<file path="src/ptts_pkg.sv">
// Shared types and constants of the periodic task tick scheduler.
`timescale 1ns / 1ps
package ptts_pkg;

	localparam int OP_W     = 2;
	localparam int HANDLE_W = 16;
	localparam int FIELD_W  = 16;
	localparam int SLOT_W   = 4;
	localparam int KIND_W   = 2;
	localparam int PEND_W   = 8;

	localparam logic [OP_W-1:0] OP_TICK     = 2'd0;
	localparam logic [OP_W-1:0] OP_ADD      = 2'd1;
	localparam logic [OP_W-1:0] OP_DEL      = 2'd2;
	localparam logic [OP_W-1:0] OP_DISPATCH = 2'd3;

	localparam logic [KIND_W-1:0] KIND_ADD_ACK = 2'd0;
	localparam logic [KIND_W-1:0] KIND_DUE     = 2'd1;
	localparam logic [KIND_W-1:0] KIND_IDLE    = 2'd2;

	localparam logic [PEND_W-1:0] PEND_MAX = 8'hFF;

	localparam int MAX_RESULTS = 16;
	localparam int RES_CNT_W   = $clog2(MAX_RESULTS + 1);

	typedef struct packed {
		logic [KIND_W-1:0]   kind;
		logic [SLOT_W-1:0]   slot_number;
		logic [HANDLE_W-1:0] due_handle;
		logic                table_full;
		logic                last;
	} rsp_t;

	typedef struct packed {
		logic set;
		logic clr;
	} vld_op_t;

	typedef struct packed {
		logic emit;
		logic free_slot;
	} upd_flags_t;

endpackage

</file>
<file path="src/ptts_if.sv">
// Command and response channel interfaces of the scheduler.
`timescale 1ns / 1ps
interface ptts_cmd_if;
	logic                              valid;
	logic                              ready;
	logic [ptts_pkg::OP_W-1:0]         op;
	logic [ptts_pkg::HANDLE_W-1:0]     task_handle;
	logic [ptts_pkg::FIELD_W-1:0]      first_delay;
	logic [ptts_pkg::FIELD_W-1:0]      run_period;
	logic [ptts_pkg::SLOT_W-1:0]       slot_index;

	modport source (output valid, op, task_handle, first_delay, run_period, slot_index,
		input ready);
	modport sink (input valid, op, task_handle, first_delay, run_period, slot_index,
		output ready);
endinterface

interface ptts_rsp_if;
	logic                              valid;
	logic                              ready;
	logic [ptts_pkg::KIND_W-1:0]       kind;
	logic [ptts_pkg::SLOT_W-1:0]       slot_number;
	logic [ptts_pkg::HANDLE_W-1:0]     due_handle;
	logic                              table_full;
	logic                              last;

	modport source (output valid, kind, slot_number, due_handle, table_full, last,
		input ready);
	modport sink (input valid, kind, slot_number, due_handle, table_full, last,
		output ready);
endinterface

</file>
<file path="src/periodic_task_tick_scheduler.sv">
// Top level of the periodic task tick scheduler: sequencer, result holding and output register.
// One command at a time. A delete completes in the idle state. An add walks the valid flags one
// slot a cycle up to the first free slot, where it waits while the output register is busy.
// A tick or a dispatch scans the slots in order; a dispatch stops early after 16 reported slots
// and stalls while the response side holds ready low. The scan is paced by the slot table,
// whose single read port delivers one slot per cycle, but for those stalls, to the shared
// update unit. Results pass through an output register, so the next command is taken while the
// last result still waits. A full table answers an add with table_full set and stores nothing.
`timescale 1ns / 1ps
module periodic_task_tick_scheduler #(
	parameter int TASK_SLOTS = 16,
	parameter int TIME_BITS  = 16
) (
	input  logic            clk,
	input  logic            arst_n,
	ptts_cmd_if.sink        cmd,
	ptts_rsp_if.source      rsp
);
	import ptts_pkg::*;

	localparam int IDX_W = (TASK_SLOTS > 1) ? $clog2(TASK_SLOTS) : 1;
	localparam int CNT_W = $clog2(TASK_SLOTS + 1);
	localparam logic [CNT_W-1:0] LAST_SLOT = CNT_W'(TASK_SLOTS - 1);
	localparam logic [RES_CNT_W-1:0] LAST_RES = RES_CNT_W'(MAX_RESULTS - 1);

	localparam logic [1:0] S_IDLE  = 2'd0;
	localparam logic [1:0] S_ADD   = 2'd1;
	localparam logic [1:0] S_SCAN  = 2'd2;
	localparam logic [1:0] S_FLUSH = 2'd3;

	logic [1:0]           state_q;
	logic [CNT_W-1:0]     cnt_q;
	logic [RES_CNT_W-1:0] res_cnt_q;
	logic                 disp_q;
	logic [HANDLE_W-1:0]  add_handle_q;
	logic [TIME_BITS-1:0] add_delay_q;
	logic [TIME_BITS-1:0] add_period_q;
	logic                 held_valid_q;
	logic [SLOT_W-1:0]    held_slot_q;
	logic [HANDLE_W-1:0]  held_handle_q;
	logic                 out_valid_q;
	rsp_t                 out_q;

	logic                 acc;
	logic                 out_free;
	logic [IDX_W-1:0]     cur_idx;
	logic                 slot_vld;
	logic                 last_slot;
	logic                 scan_stall;
	logic                 scan_step;
	logic                 scan_done;
	logic                 push;
	rsp_t                 push_data;

	logic                 wr_en;
	logic [IDX_W-1:0]     wr_addr;
	logic [HANDLE_W-1:0]  wr_handle;
	logic [TIME_BITS-1:0] wr_delay;
	logic [TIME_BITS-1:0] wr_period;
	logic [PEND_W-1:0]    wr_pending;
	logic                 rd_en;
	logic [IDX_W-1:0]     rd_addr;
	logic [HANDLE_W-1:0]  rd_handle;
	logic [TIME_BITS-1:0] rd_delay;
	logic [TIME_BITS-1:0] rd_period;
	logic [PEND_W-1:0]    rd_pending;
	vld_op_t              vld_op;
	logic [IDX_W-1:0]     vld_addr;
	logic [TASK_SLOTS-1:0] valid;

	logic [TIME_BITS-1:0] new_delay;
	logic [PEND_W-1:0]    new_pending;
	upd_flags_t           flags;

	ptts_table #(
		.TASK_SLOTS (TASK_SLOTS),
		.TIME_BITS  (TIME_BITS)
	) u_table (
		.clk        (clk),
		.arst_n     (arst_n),
		.wr_en      (wr_en),
		.wr_addr    (wr_addr),
		.wr_handle  (wr_handle),
		.wr_delay   (wr_delay),
		.wr_period  (wr_period),
		.wr_pending (wr_pending),
		.rd_en      (rd_en),
		.rd_addr    (rd_addr),
		.rd_handle  (rd_handle),
		.rd_delay   (rd_delay),
		.rd_period  (rd_period),
		.rd_pending (rd_pending),
		.vld_op     (vld_op),
		.vld_addr   (vld_addr),
		.valid      (valid)
	);

	ptts_update #(
		.TIME_BITS (TIME_BITS)
	) u_update (
		.is_dispatch (disp_q),
		.slot_valid  (slot_vld),
		.delay       (rd_delay),
		.period      (rd_period),
		.pending     (rd_pending),
		.new_delay   (new_delay),
		.new_pending (new_pending),
		.flags       (flags)
	);

	assign acc        = cmd.valid && cmd.ready;
	assign out_free   = !out_valid_q || rsp.ready;
	assign cur_idx    = cnt_q[IDX_W-1:0];
	assign slot_vld   = valid[cur_idx];
	assign last_slot  = (cnt_q == LAST_SLOT);
	assign scan_stall = (state_q == S_SCAN) && flags.emit && held_valid_q && !out_free;
	assign scan_step  = (state_q == S_SCAN) && !scan_stall;
	assign scan_done  = last_slot || (disp_q && flags.emit && res_cnt_q == LAST_RES);

	always_comb begin
		rd_en   = 1'b0;
		rd_addr = '0;
		case (state_q)
			S_IDLE: begin
				rd_en = acc && (cmd.op == OP_TICK || cmd.op == OP_DISPATCH);
			end
			S_SCAN: begin
				if (scan_step) begin
					rd_en   = !last_slot;
					rd_addr = IDX_W'(cnt_q + CNT_W'(1));
				end else begin
					rd_en   = 1'b1;
					rd_addr = cur_idx;
				end
			end
			default: begin
				rd_en = 1'b0;
			end
		endcase
	end

	always_comb begin
		wr_en      = 1'b0;
		wr_addr    = cur_idx;
		wr_handle  = rd_handle;
		wr_delay   = new_delay;
		wr_period  = rd_period;
		wr_pending = new_pending;
		vld_op     = '0;
		vld_addr   = cur_idx;
		push       = 1'b0;
		push_data  = '0;
		case (state_q)
			S_IDLE: begin
				if (acc && cmd.op == OP_DEL && 32'(cmd.slot_index) < 32'(TASK_SLOTS)) begin
					vld_op.clr = 1'b1;
					vld_addr   = IDX_W'(cmd.slot_index);
				end
			end
			S_ADD: begin
				if (out_free && !slot_vld) begin
					wr_en      = 1'b1;
					wr_handle  = add_handle_q;
					wr_delay   = add_delay_q;
					wr_period  = add_period_q;
					wr_pending = '0;
					vld_op.set = 1'b1;
					push       = 1'b1;
					push_data.kind        = KIND_ADD_ACK;
					push_data.slot_number = SLOT_W'(cur_idx);
					push_data.last        = 1'b1;
				end else if (out_free && last_slot) begin
					push       = 1'b1;
					push_data.kind       = KIND_ADD_ACK;
					push_data.table_full = 1'b1;
					push_data.last       = 1'b1;
				end
			end
			S_SCAN: begin
				if (scan_step) begin
					wr_en      = 1'b1;
					vld_op.clr = flags.free_slot;
					if (flags.emit && held_valid_q) begin
						push = 1'b1;
						push_data.kind        = KIND_DUE;
						push_data.slot_number = held_slot_q;
						push_data.due_handle  = held_handle_q;
					end
				end
			end
			S_FLUSH: begin
				if (out_free) begin
					push           = 1'b1;
					push_data.last = 1'b1;
					if (held_valid_q) begin
						push_data.kind        = KIND_DUE;
						push_data.slot_number = held_slot_q;
						push_data.due_handle  = held_handle_q;
					end else begin
						push_data.kind = KIND_IDLE;
					end
				end
			end
			default: begin
				push = 1'b0;
			end
		endcase
	end

	always_ff @(posedge clk or negedge arst_n) begin
		if (!arst_n) begin
			state_q      <= S_IDLE;
			cnt_q        <= '0;
			res_cnt_q    <= '0;
			disp_q       <= 1'b0;
			held_valid_q <= 1'b0;
			out_valid_q  <= 1'b0;
		end else begin
			if (push) begin
				out_valid_q <= 1'b1;
			end else if (rsp.ready) begin
				out_valid_q <= 1'b0;
			end
			case (state_q)
				S_IDLE: begin
					if (acc) begin
						cnt_q     <= '0;
						res_cnt_q <= '0;
						disp_q    <= (cmd.op == OP_DISPATCH);
						if (cmd.op == OP_ADD) begin
							state_q <= S_ADD;
						end else if (cmd.op == OP_TICK || cmd.op == OP_DISPATCH) begin
							state_q <= S_SCAN;
						end
					end
				end
				S_ADD: begin
					if (push) begin
						state_q <= S_IDLE;
					end else if (slot_vld && !last_slot) begin
						cnt_q <= cnt_q + CNT_W'(1);
					end
				end
				S_SCAN: begin
					if (scan_step) begin
						cnt_q <= cnt_q + CNT_W'(1);
						if (flags.emit) begin
							res_cnt_q    <= res_cnt_q + RES_CNT_W'(1);
							held_valid_q <= 1'b1;
						end
						if (scan_done) begin
							state_q <= disp_q ? S_FLUSH : S_IDLE;
						end
					end
				end
				S_FLUSH: begin
					if (push) begin
						held_valid_q <= 1'b0;
						state_q      <= S_IDLE;
					end
				end
				default: begin
					state_q <= S_IDLE;
				end
			endcase
		end
	end

	always_ff @(posedge clk) begin
		if (acc && cmd.op == OP_ADD) begin
			add_handle_q <= cmd.task_handle;
			add_delay_q  <= TIME_BITS'(cmd.first_delay);
			add_period_q <= TIME_BITS'(cmd.run_period);
		end
		if (scan_step && flags.emit) begin
			held_slot_q   <= SLOT_W'(cur_idx);
			held_handle_q <= rd_handle;
		end
		if (push) begin
			out_q <= push_data;
		end
	end

	assign cmd.ready       = (state_q == S_IDLE);
	assign rsp.valid       = out_valid_q;
	assign rsp.kind        = out_q.kind;
	assign rsp.slot_number = out_q.slot_number;
	assign rsp.due_handle  = out_q.due_handle;
	assign rsp.table_full  = out_q.table_full;
	assign rsp.last        = out_q.last;

endmodule

</file>
<file path="src/ptts_table.sv">
// Slot table: valid flags in flip-flops, slot fields in a one-write one-read memory.
`timescale 1ns / 1ps
module ptts_table #(
	parameter int TASK_SLOTS = 16,
	parameter int TIME_BITS  = 16,
	localparam int IDX_W = (TASK_SLOTS > 1) ? $clog2(TASK_SLOTS) : 1
) (
	input  logic                              clk,
	input  logic                              arst_n,
	input  logic                              wr_en,
	input  logic [IDX_W-1:0]                  wr_addr,
	input  logic [ptts_pkg::HANDLE_W-1:0]     wr_handle,
	input  logic [TIME_BITS-1:0]              wr_delay,
	input  logic [TIME_BITS-1:0]              wr_period,
	input  logic [ptts_pkg::PEND_W-1:0]       wr_pending,
	input  logic                              rd_en,
	input  logic [IDX_W-1:0]                  rd_addr,
	output logic [ptts_pkg::HANDLE_W-1:0]     rd_handle,
	output logic [TIME_BITS-1:0]              rd_delay,
	output logic [TIME_BITS-1:0]              rd_period,
	output logic [ptts_pkg::PEND_W-1:0]       rd_pending,
	input  ptts_pkg::vld_op_t                 vld_op,
	input  logic [IDX_W-1:0]                  vld_addr,
	output logic [TASK_SLOTS-1:0]             valid
);
	import ptts_pkg::*;

	logic [HANDLE_W-1:0]  handle_mem  [TASK_SLOTS];
	logic [TIME_BITS-1:0] delay_mem   [TASK_SLOTS];
	logic [TIME_BITS-1:0] period_mem  [TASK_SLOTS];
	logic [PEND_W-1:0]    pending_mem [TASK_SLOTS];
	logic [TASK_SLOTS-1:0] valid_q;

	always_ff @(posedge clk) begin
		if (wr_en) begin
			handle_mem[wr_addr]  <= wr_handle;
			delay_mem[wr_addr]   <= wr_delay;
			period_mem[wr_addr]  <= wr_period;
			pending_mem[wr_addr] <= wr_pending;
		end
		if (rd_en) begin
			rd_handle  <= handle_mem[rd_addr];
			rd_delay   <= delay_mem[rd_addr];
			rd_period  <= period_mem[rd_addr];
			rd_pending <= pending_mem[rd_addr];
		end
	end

	always_ff @(posedge clk or negedge arst_n) begin
		if (!arst_n) begin
			valid_q <= '0;
		end else if (vld_op.set) begin
			valid_q[vld_addr] <= 1'b1;
		end else if (vld_op.clr) begin
			valid_q[vld_addr] <= 1'b0;
		end
	end

	assign valid = valid_q;

endmodule

</file>
<file path="src/ptts_update.sv">
// Shared slot update unit: one slot's tick countdown or dispatch step.
`timescale 1ns / 1ps
module ptts_update #(
	parameter int TIME_BITS = 16
) (
	input  logic                          is_dispatch,
	input  logic                          slot_valid,
	input  logic [TIME_BITS-1:0]          delay,
	input  logic [TIME_BITS-1:0]          period,
	input  logic [ptts_pkg::PEND_W-1:0]   pending,
	output logic [TIME_BITS-1:0]          new_delay,
	output logic [ptts_pkg::PEND_W-1:0]   new_pending,
	output ptts_pkg::upd_flags_t          flags
);
	import ptts_pkg::*;

	always_comb begin
		new_delay   = delay;
		new_pending = pending;
		flags       = '0;
		if (is_dispatch) begin
			if (slot_valid && pending != '0) begin
				flags.emit      = 1'b1;
				flags.free_slot = (period == '0);
				new_pending     = pending - PEND_W'(1);
			end
		end else if (slot_valid) begin
			if (delay != '0) begin
				new_delay = delay - TIME_BITS'(1);
			end else begin
				if (pending != PEND_MAX) begin
					new_pending = pending + PEND_W'(1);
				end
				if (period != '0) begin
					new_delay = period;
				end
			end
		end
	end

endmodule

</file>
<file path="src/flat_wrapper.sv">
// flat-port wrapper written by rule: the top's interface ports become plain ports
module periodic_task_tick_scheduler_flat import ptts_pkg::*;
#(
	parameter int TASK_SLOTS = 16,
	parameter int TIME_BITS  = 16
)
  (clk, arst_n, cmd_valid, cmd_op, cmd_task_handle, cmd_first_delay, cmd_run_period, cmd_slot_index, cmd_ready, rsp_valid, rsp_kind, rsp_slot_number, rsp_due_handle, rsp_table_full, rsp_last, rsp_ready);
  ptts_cmd_if cmd_i ();
  ptts_rsp_if rsp_i ();
  input  logic clk;
  input  logic arst_n;
  input wire logic [$bits(cmd_i.valid)-1:0] cmd_valid;
  input wire logic [$bits(cmd_i.op)-1:0] cmd_op;
  input wire logic [$bits(cmd_i.task_handle)-1:0] cmd_task_handle;
  input wire logic [$bits(cmd_i.first_delay)-1:0] cmd_first_delay;
  input wire logic [$bits(cmd_i.run_period)-1:0] cmd_run_period;
  input wire logic [$bits(cmd_i.slot_index)-1:0] cmd_slot_index;
  output wire logic [$bits(cmd_i.ready)-1:0] cmd_ready;
  output wire logic [$bits(rsp_i.valid)-1:0] rsp_valid;
  output wire logic [$bits(rsp_i.kind)-1:0] rsp_kind;
  output wire logic [$bits(rsp_i.slot_number)-1:0] rsp_slot_number;
  output wire logic [$bits(rsp_i.due_handle)-1:0] rsp_due_handle;
  output wire logic [$bits(rsp_i.table_full)-1:0] rsp_table_full;
  output wire logic [$bits(rsp_i.last)-1:0] rsp_last;
  input wire logic [$bits(rsp_i.ready)-1:0] rsp_ready;
  assign cmd_i.valid = cmd_valid;
  assign cmd_i.op = cmd_op;
  assign cmd_i.task_handle = cmd_task_handle;
  assign cmd_i.first_delay = cmd_first_delay;
  assign cmd_i.run_period = cmd_run_period;
  assign cmd_i.slot_index = cmd_slot_index;
  assign cmd_ready = cmd_i.ready;
  assign rsp_valid = rsp_i.valid;
  assign rsp_kind = rsp_i.kind;
  assign rsp_slot_number = rsp_i.slot_number;
  assign rsp_due_handle = rsp_i.due_handle;
  assign rsp_table_full = rsp_i.table_full;
  assign rsp_last = rsp_i.last;
  assign rsp_i.ready = rsp_ready;
  periodic_task_tick_scheduler #(.TASK_SLOTS(TASK_SLOTS), .TIME_BITS(TIME_BITS)) u_core (.clk(clk), .arst_n(arst_n), .cmd(cmd_i), .rsp(rsp_i));
endmodule
</file>
<file path="config.mk">
export PLATFORM = sky130hd
export DESIGN_NAME = periodic_task_tick_scheduler_flat
export DESIGN_NICKNAME = d
export VERILOG_FILES = /design/src/ptts_pkg.sv /design/src/ptts_if.sv /design/src/periodic_task_tick_scheduler.sv /design/src/ptts_table.sv /design/src/ptts_update.sv /design/src/flat_wrapper.sv
export SDC_FILE = /design/constraint.sdc
export NUM_CORES = 1
export LEC_CHECK = 0
export ABC_AREA = 1
export ABC_CLOCK_PERIOD_IN_PS = 4800
export BUFFER_PORTS_ARGS = -buffer_cell sky130_fd_sc_hd__buf_2
export CAP_MARGIN = 15
export CORE_MARGIN = 10
export CORE_UTILIZATION = 57
export DETAILED_ROUTE_END_ITERATION = 7
export PLACE_DENSITY_LB_ADDON = 0.15
export SETUP_SLACK_MARGIN = 0.2
export SYNTH_ARGS = -nofsm -noshare
export SYNTH_HDL_FRONTEND = slang
export SYNTH_HIERARCHICAL = 1
export SYNTH_SLANG_ARGS = --single-unit
</file>
<file path="constraint.sdc">
create_clock -name clk -period 4.8 [get_ports clk]
set_input_delay 0.24 -clock clk [delete_from_list [all_inputs] [get_ports clk]]
set_output_delay 0.24 -clock clk [all_outputs]
set_load 0.03 [all_outputs]
</file>
======== Yosys cells after proc, flatten, opt, wreduce, memory -nomap -nowiden ========
Memories as Yosys holds them, arrays and structs flattened. A register that Yosys moved wholly into a read port is not among the register bits.
Index checks and enable logic that the tools add are counted.
word-level totals
  latch bits .............................. 0
  RAM bits ................................ 896
  bits in read-only memories .............. 0
  memories kept ........................... 4
  output and inout port bits .............. 26
  flip-flop bits (word level) ............. 123
operators by class
  equality and inequality tests ........... 18
  multiply operators ...................... 0
  shift-type cells ........................ 0
  $add $sub $neg .......................... 5
  divide/modulo/power cells ............... 0
  $lt $le $gt $ge ......................... 3
  bitwise gates (word level) .............. 4
  multiplexer cells ....................... 79
  reductions and logical operators ........ 43
memory list
  memory                      words  width  rd ports  clocked after Yosys merged registers in  wr ports  line              RTL
  u_core.u_table.delay_mem    16     16     1         1                                        1         ptts_table.sv:29  logic [TIME_BITS-1:0] delay_mem [TASK_SLOTS];
  u_core.u_table.handle_mem   16     16     1         1                                        1         ptts_table.sv:28  logic [HANDLE_W-1:0] handle_mem [TASK_SLOTS];
  u_core.u_table.period_mem   16     16     1         1                                        1         ptts_table.sv:30  logic [TIME_BITS-1:0] period_mem [TASK_SLOTS];
  u_core.u_table.pending_mem  16     8      1         1                                        1         ptts_table.sv:31  logic [PEND_W-1:0] pending_mem [TASK_SLOTS];
operator list
  cell                                                                          count
  16-bit 2-to-1 mux                                                             12
  8-bit 2-to-1 mux                                                              7
  21-bit 2-to-1 mux                                                             2
  16-bit case mux with 2 select lines                                           1
  16-bit nonzero test                                                           2
  5-bit 2-to-1 mux                                                              6
  2-bit 2-to-1 mux                                                              11
  22-bit 2-to-1 mux                                                             1
  1-bit 2-to-1 mux                                                              21
  20-bit 2-to-1 mux                                                             1
  4-bit 2-to-1 mux                                                              5
  6-bit case mux with 3 select lines                                            1
  1-bit logical AND                                                             17
  16-bit AND                                                                    1
  16-bit zero test                                                              1
  16-bit inverter                                                               1
  16-bit OR                                                                     1
  16-bit by 1-bit subtractor with 16-bit output, second input constant          1
  5-bit case mux with 3 select lines                                            1
  2-bit by 1-bit != test with 1-bit output, second input constant               6
  5-bit by 1-bit adder with 5-bit output, second input constant                 2
  5-bit by 4-bit equality test with 1-bit output, second input constant         2
  4-bit by 5-bit less-than comparator with 1-bit output, second input constant  2
  1-bit case mux with 2 select lines                                            5
  24 further kinds                                                              42

======== Longest topological paths before layout ========
  depth after elaboration ................. 14
  depth in mapped cells ................... 28
  mapped depth without buffers ............ 23

======== By module ========
Netlist, hierarchy kept.
modules (own cells, without submodules)
  module                        area each (um^2)  instances  cells each
  ptts_table                    40,931.8          1          3,769
  periodic_task_tick_scheduler  5,032.3           1          527
  ptts_update                   1,784.2           1          368

======== Least setup slack after synthesis ========
No wires, ideal clock.
  path type ............................... register -> register
  from .................................... register u_core.cnt_q[0]
  to ...................................... memory u_core.u_table.delay_mem[12][0], enable pin
  path slack .............................. -551 ps
  cell stages (with the launch flop) ...... 20
  buffers on the path ..................... 2
  setup time .............................. 470 ps
  data arrival time ....................... 4,881 ps
  cell sequence ........................... dfrtp_1 > inv_2 > buf_2 > nand2_1 > nand3_1 > nand3_1 > nand3_2 > nand2_1 > buf_4 > nand2_1 > inv_2 > nand2_1 > inv_1 > nand2_1 > nor3_4 > nor2_1 > inv_1 > a21oi_1 > nand3_1 > nor2_1
RTL lines
  item                    line                                 RTL
  start, declared         periodic_task_tick_scheduler.sv:32   logic [CNT_W-1:0] cnt_q;
  start signal, assigned  periodic_task_tick_scheduler.sv:241  cnt_q <= cnt_q + CNT_W'(1);
  start signal, assigned  periodic_task_tick_scheduler.sv:246  cnt_q <= cnt_q + CNT_W'(1);
  end, declared           ptts_table.sv:29

==> results.md <==
* Starting Density at 57.3%
* Number of synthesized flops with an enable pin at 1044
* Rows at 106
* Drt first pass iters at 5
* Die Height at 309 um
* Die width at 309 um
* Number of global-route vias before repair at 31000
* Hold Path Origin: cmd_op[0]
* Fin Clk Skew at 23.6 ps
* Run status: finished clean
* Average cell area after synthesis at 10.2 um^2
* Worst-Margin Slew at 1040 ps
* Largest net degree at the start of global routing at 131
* Finished Cell Area at 53600 um^2
* CTS tree: yes
* Seq/Total Area, Yosys at 67.3%
* HPWL Detailed at 65.8 mm
* Cell depth of the worst setup path at 22
* Distinct cell type count after synthesis at 46
* WP buf/inv at 7
* Worst path max stage delay at 500 ps
* Arrival time worst endpoint at 4710 ps
* Ys flop type: edfxtp_1
* Most common cell after layout, fill and taps aside: nand2_1
* Hold depth at 5
* Max cap viols at 0
* Ratio of cells with drive above 1 in the final layout at 7.99%
* DP Cell Count at 5700
* DRT antenna net count at 0
* Fill cells at 6424
* Initial antenna violation count at 1
* Root Buffer: clkbuf_16
* Fin. Hold Viols at 0
* Worst slew margin relative to its limit at 30.7%
* Routed wire length at 120 mm
* CP dominant cell by count: nand2_1
* Global-route wire length before repair at 184 mm
* Switch Pwr at 11.2 mW
* Port Buffers at 83
* Fraction of the cycle the final worst path needs at 89.1%
* Max Clock Freq at 234 MHz
* Vias per cell at 5.41
* Die area at 95700 um^2
* # setup viols final at 0
* Period minus WS final at 4280 ps
* Switching share of power at 35.3%
* Synthesized net count at 4739
* Num ports at 84
* Clk Latency, worst-skew pair at 690 ps
* CP max-delay cell: dfrtp_1
* Drc violations at 0
* Core box area at 83300 um^2
* R2R cell count at 22
* Worst-path clk slew at 60 ps
* CTS Buf Count at 109
* CTS sink count at 1075
* Part of the power in combinational logic at 30.4%
* Synth Cell Area at 47700 um^2
* Nets at 4864
* Reg power frac at 43.6%
* Placed instance area at 49400 um^2
* CP Launch Type: flip-flop
* Worst-path fanout max at 99
* Pwr Density at 594 nW/um^2
* Clk pwr share at 26.0%
* Crit Path Category: reg2reg
* Clock Path Buffers at 3
* Commonest cells after routing, fill and taps aside: nand2_1 (1581), edfxtp_1 (1044), inv_1 (783)
* Worst setup path start: u_core/cnt_q[1]$_DFFE_PN0P_
* GRT Total Usage at 25.1%
* Reg2reg start: u_core/cnt_q[1]$_DFFE_PN0P_
* Setup TNS at 0 ps
* Drt wl/cell at 20.1 um
* CP cell instances: inv_1, nand3_1, nand3_1, nand3_2, nand2_1, nand2_1, inv_2, nand2_1, inv_1, nand2_1, nor3_4, inv_1, o21ai_4, buf_12, clkinv_16, buf_4, nand2_1, nand2_1, nand2_1, nand3_1, nand3_1, nand2_1
* Vias post-DR at 32300
* Yosys warnings at 6
* H-tree depth at 3
* Crit-path leading delay family: simple AND/OR/NAND/NOR gates
* Fin. max-slew vios at 0
* RSZ-0062 raised after global routing: yes
* Iter 0 DRT Violations at 3572
* Routability cong. at 0.906
* Synthesized instance count at 4664
* Critical Path RT at 5230 ps
* Share of synthesized registers carrying an async set or reset at 2.88%
* Leak at 22.7 nW
* HP Class: in2reg
* Peak VDD IR at 0.385 mV
* Fin cells at 5960
* Synth Register Bits at 1075
* Grt ovf at 0
* Crit. End Element: flip-flop
* Synth-to-Final Area Change at 12.2%
* Power Internal at 20.6 mW
## worst register-to-register path, delay by kind of cell, from the launching register on
family                 cells  cell delay [ps]
DFF                        1              500
and+or+nand+nor           14             1560
AOI/OAI and AO/OA          1              230
buffers and inverters      7             1730
## Yosys cell counts, types with 6 or more instances
| cell type | number | area (um^2) |
|---|---|---|
| inv_1 | 785 | 2950 |
| buf_6 | 41 | 462 |
| nand2_1 | 1581 | 5930 |
| nand3_1 | 748 | 3740 |
| buf_4 | 46 | 345 |
| edfxtp_1 | 1044 | 31400 |
| nor2_1 | 103 | 387 |
| a21oi_1 | 17 | 85.1 |
| o21ai_0 | 34 | 170 |
| nor2_4 | 6 | 67.6 |
| ha_1 | 17 | 213 |
| inv_2 | 10 | 37.5 |
| buf_2 | 88 | 440 |
| nor3_1 | 10 | 50.1 |
| nand3_2 | 7 | 70.1 |
| nand4_1 | 6 | 37.5 |
| dfrtp_1 | 31 | 776 |
| clkbuf_1 | 20 | 75.1 |
| buf_1 | 13 | 48.8 |
| xor2_1 | 10 | 87.6 |
## kinds of logic after synthesis
group | count (synthesis) | share of synthesized area, %
AO/OA/AOI/OAI | 69 | 0.833
XOR/XNOR | 12 | 0.220
adder cells (fa/ha/maj) | 17 | 0.445
buffers and inverters | 1008 | 9.24
flip-flops | 1075 | 67.3
multiplexers | 1 | 0.0210
AND/OR/NAND/NOR | 2482 | 22.0
## per-stage QoR
step / setup slack, ps / utilization (%) / power, mW / hold slack [ps]
6_report: 524 / 64.3 / 31.8 / 104
3_3_place_gp: 661 / 59.4 / 23.3 / 338
4_1_cts: 503 / 64.2 / 31.8 / 63.1
5_1_grt: 177 / 64.3 / 33.4 / 146
2_1_floorplan: -551 / - / 20.6 / -55.6
3_5_place_dp: 525 / 59.4 / 23.5 / 339
## final cells by class
type	count	area [um^2]	area share, %
diodes	1	2.50	0.00467
clock buffers	139	2880	5.38
clock inverters	62	588	1.10
inverters	798	3060	5.71
multi-input cells	2581	11400	21.3
flip-flops and latches	1075	32100	60.0
well taps	1080	1350	2.52
repair buffers	224	2150	4.02
## power groups by stage
stage | Combinational (mW) | Sequential [mW] | Clock [mW]
2_1_floorplan | 6.76 | 13.8 | 0
3_3_place_gp | 9.28 | 14.0 | 0
3_5_place_dp | 9.46 | 14.1 | 0
4_1_cts | 9.54 | 13.9 | 8.40
5_1_grt | 10.7 | 13.9 | 8.74
6_report | 9.65 | 13.9 | 8.27
## metal layers
| layer | global-route usage, % | wire length (um) | vias to the layer above |
|---|---|---|---|
| met4 | 7.56 | 3530 | 2 |
| met3 | 3.89 | 8840 | 230 |
| li1 | - | - | 15300 |
| met1 | 34.7 | 51000 | 15400 |
| met5 | 0 | 7 | - |
| met2 | 41.0 | 56500 | 1251 |
## worst paths after layout
| path | slack [ps] | to |
|---|---|---|
| setup / recovery | 520 | u_core/u_table/rd_handle[9]$_DFFE_PP_ |
| hold / removal | 100 | u_core/state_q[1]$_DFFE_PN0P_ |
| setup reg to reg | 520 | u_core/u_table/rd_handle[9]$_DFFE_PP_ |
| hold reg to reg | 490 | u_core/held_handle_q[8]$_DFFE_PP_ |
| max in group asynchronous | 4170 | async pin |
| min in group asynchronous | 150 | u_core/res_cnt_q[2]$_DFFE_PN0P_ |
## state kept, by name (all words and copies together), names as in the netlist, 2 cells and up, named ones only
register,count
u_core/state_q,2
u_core/rsp.due_handle,16
u_core/u_table/rd_handle,16
u_core/u_table/rd_pending,8
u_core/res_cnt_q,5
u_core/cnt_q,5
u_core/rsp.kind,2
u_core/rsp.slot_number,4
u_core/add_delay_q,16
u_core/u_table/pending_mem,128
u_core/held_handle_q,16
u_core/held_slot_q,4
u_core/add_period_q,16
u_core/u_table/delay_mem,256
u_core/add_handle_q,16
u_core/u_table/rd_period,16
u_core/u_table/rd_delay,16
u_core/u_table/handle_mem,256
u_core/u_table/period_mem,256
## repair_timing
item | in CTS | in global routing
hold buffers | 53 | 0
resized for setup | 0 | 7
setup buffers | 0 | 5
endpoints found under the hold margin | 83 | 0
endpoints found under the setup margin | 0 | 226
Power figures use the tool's default switching activity.
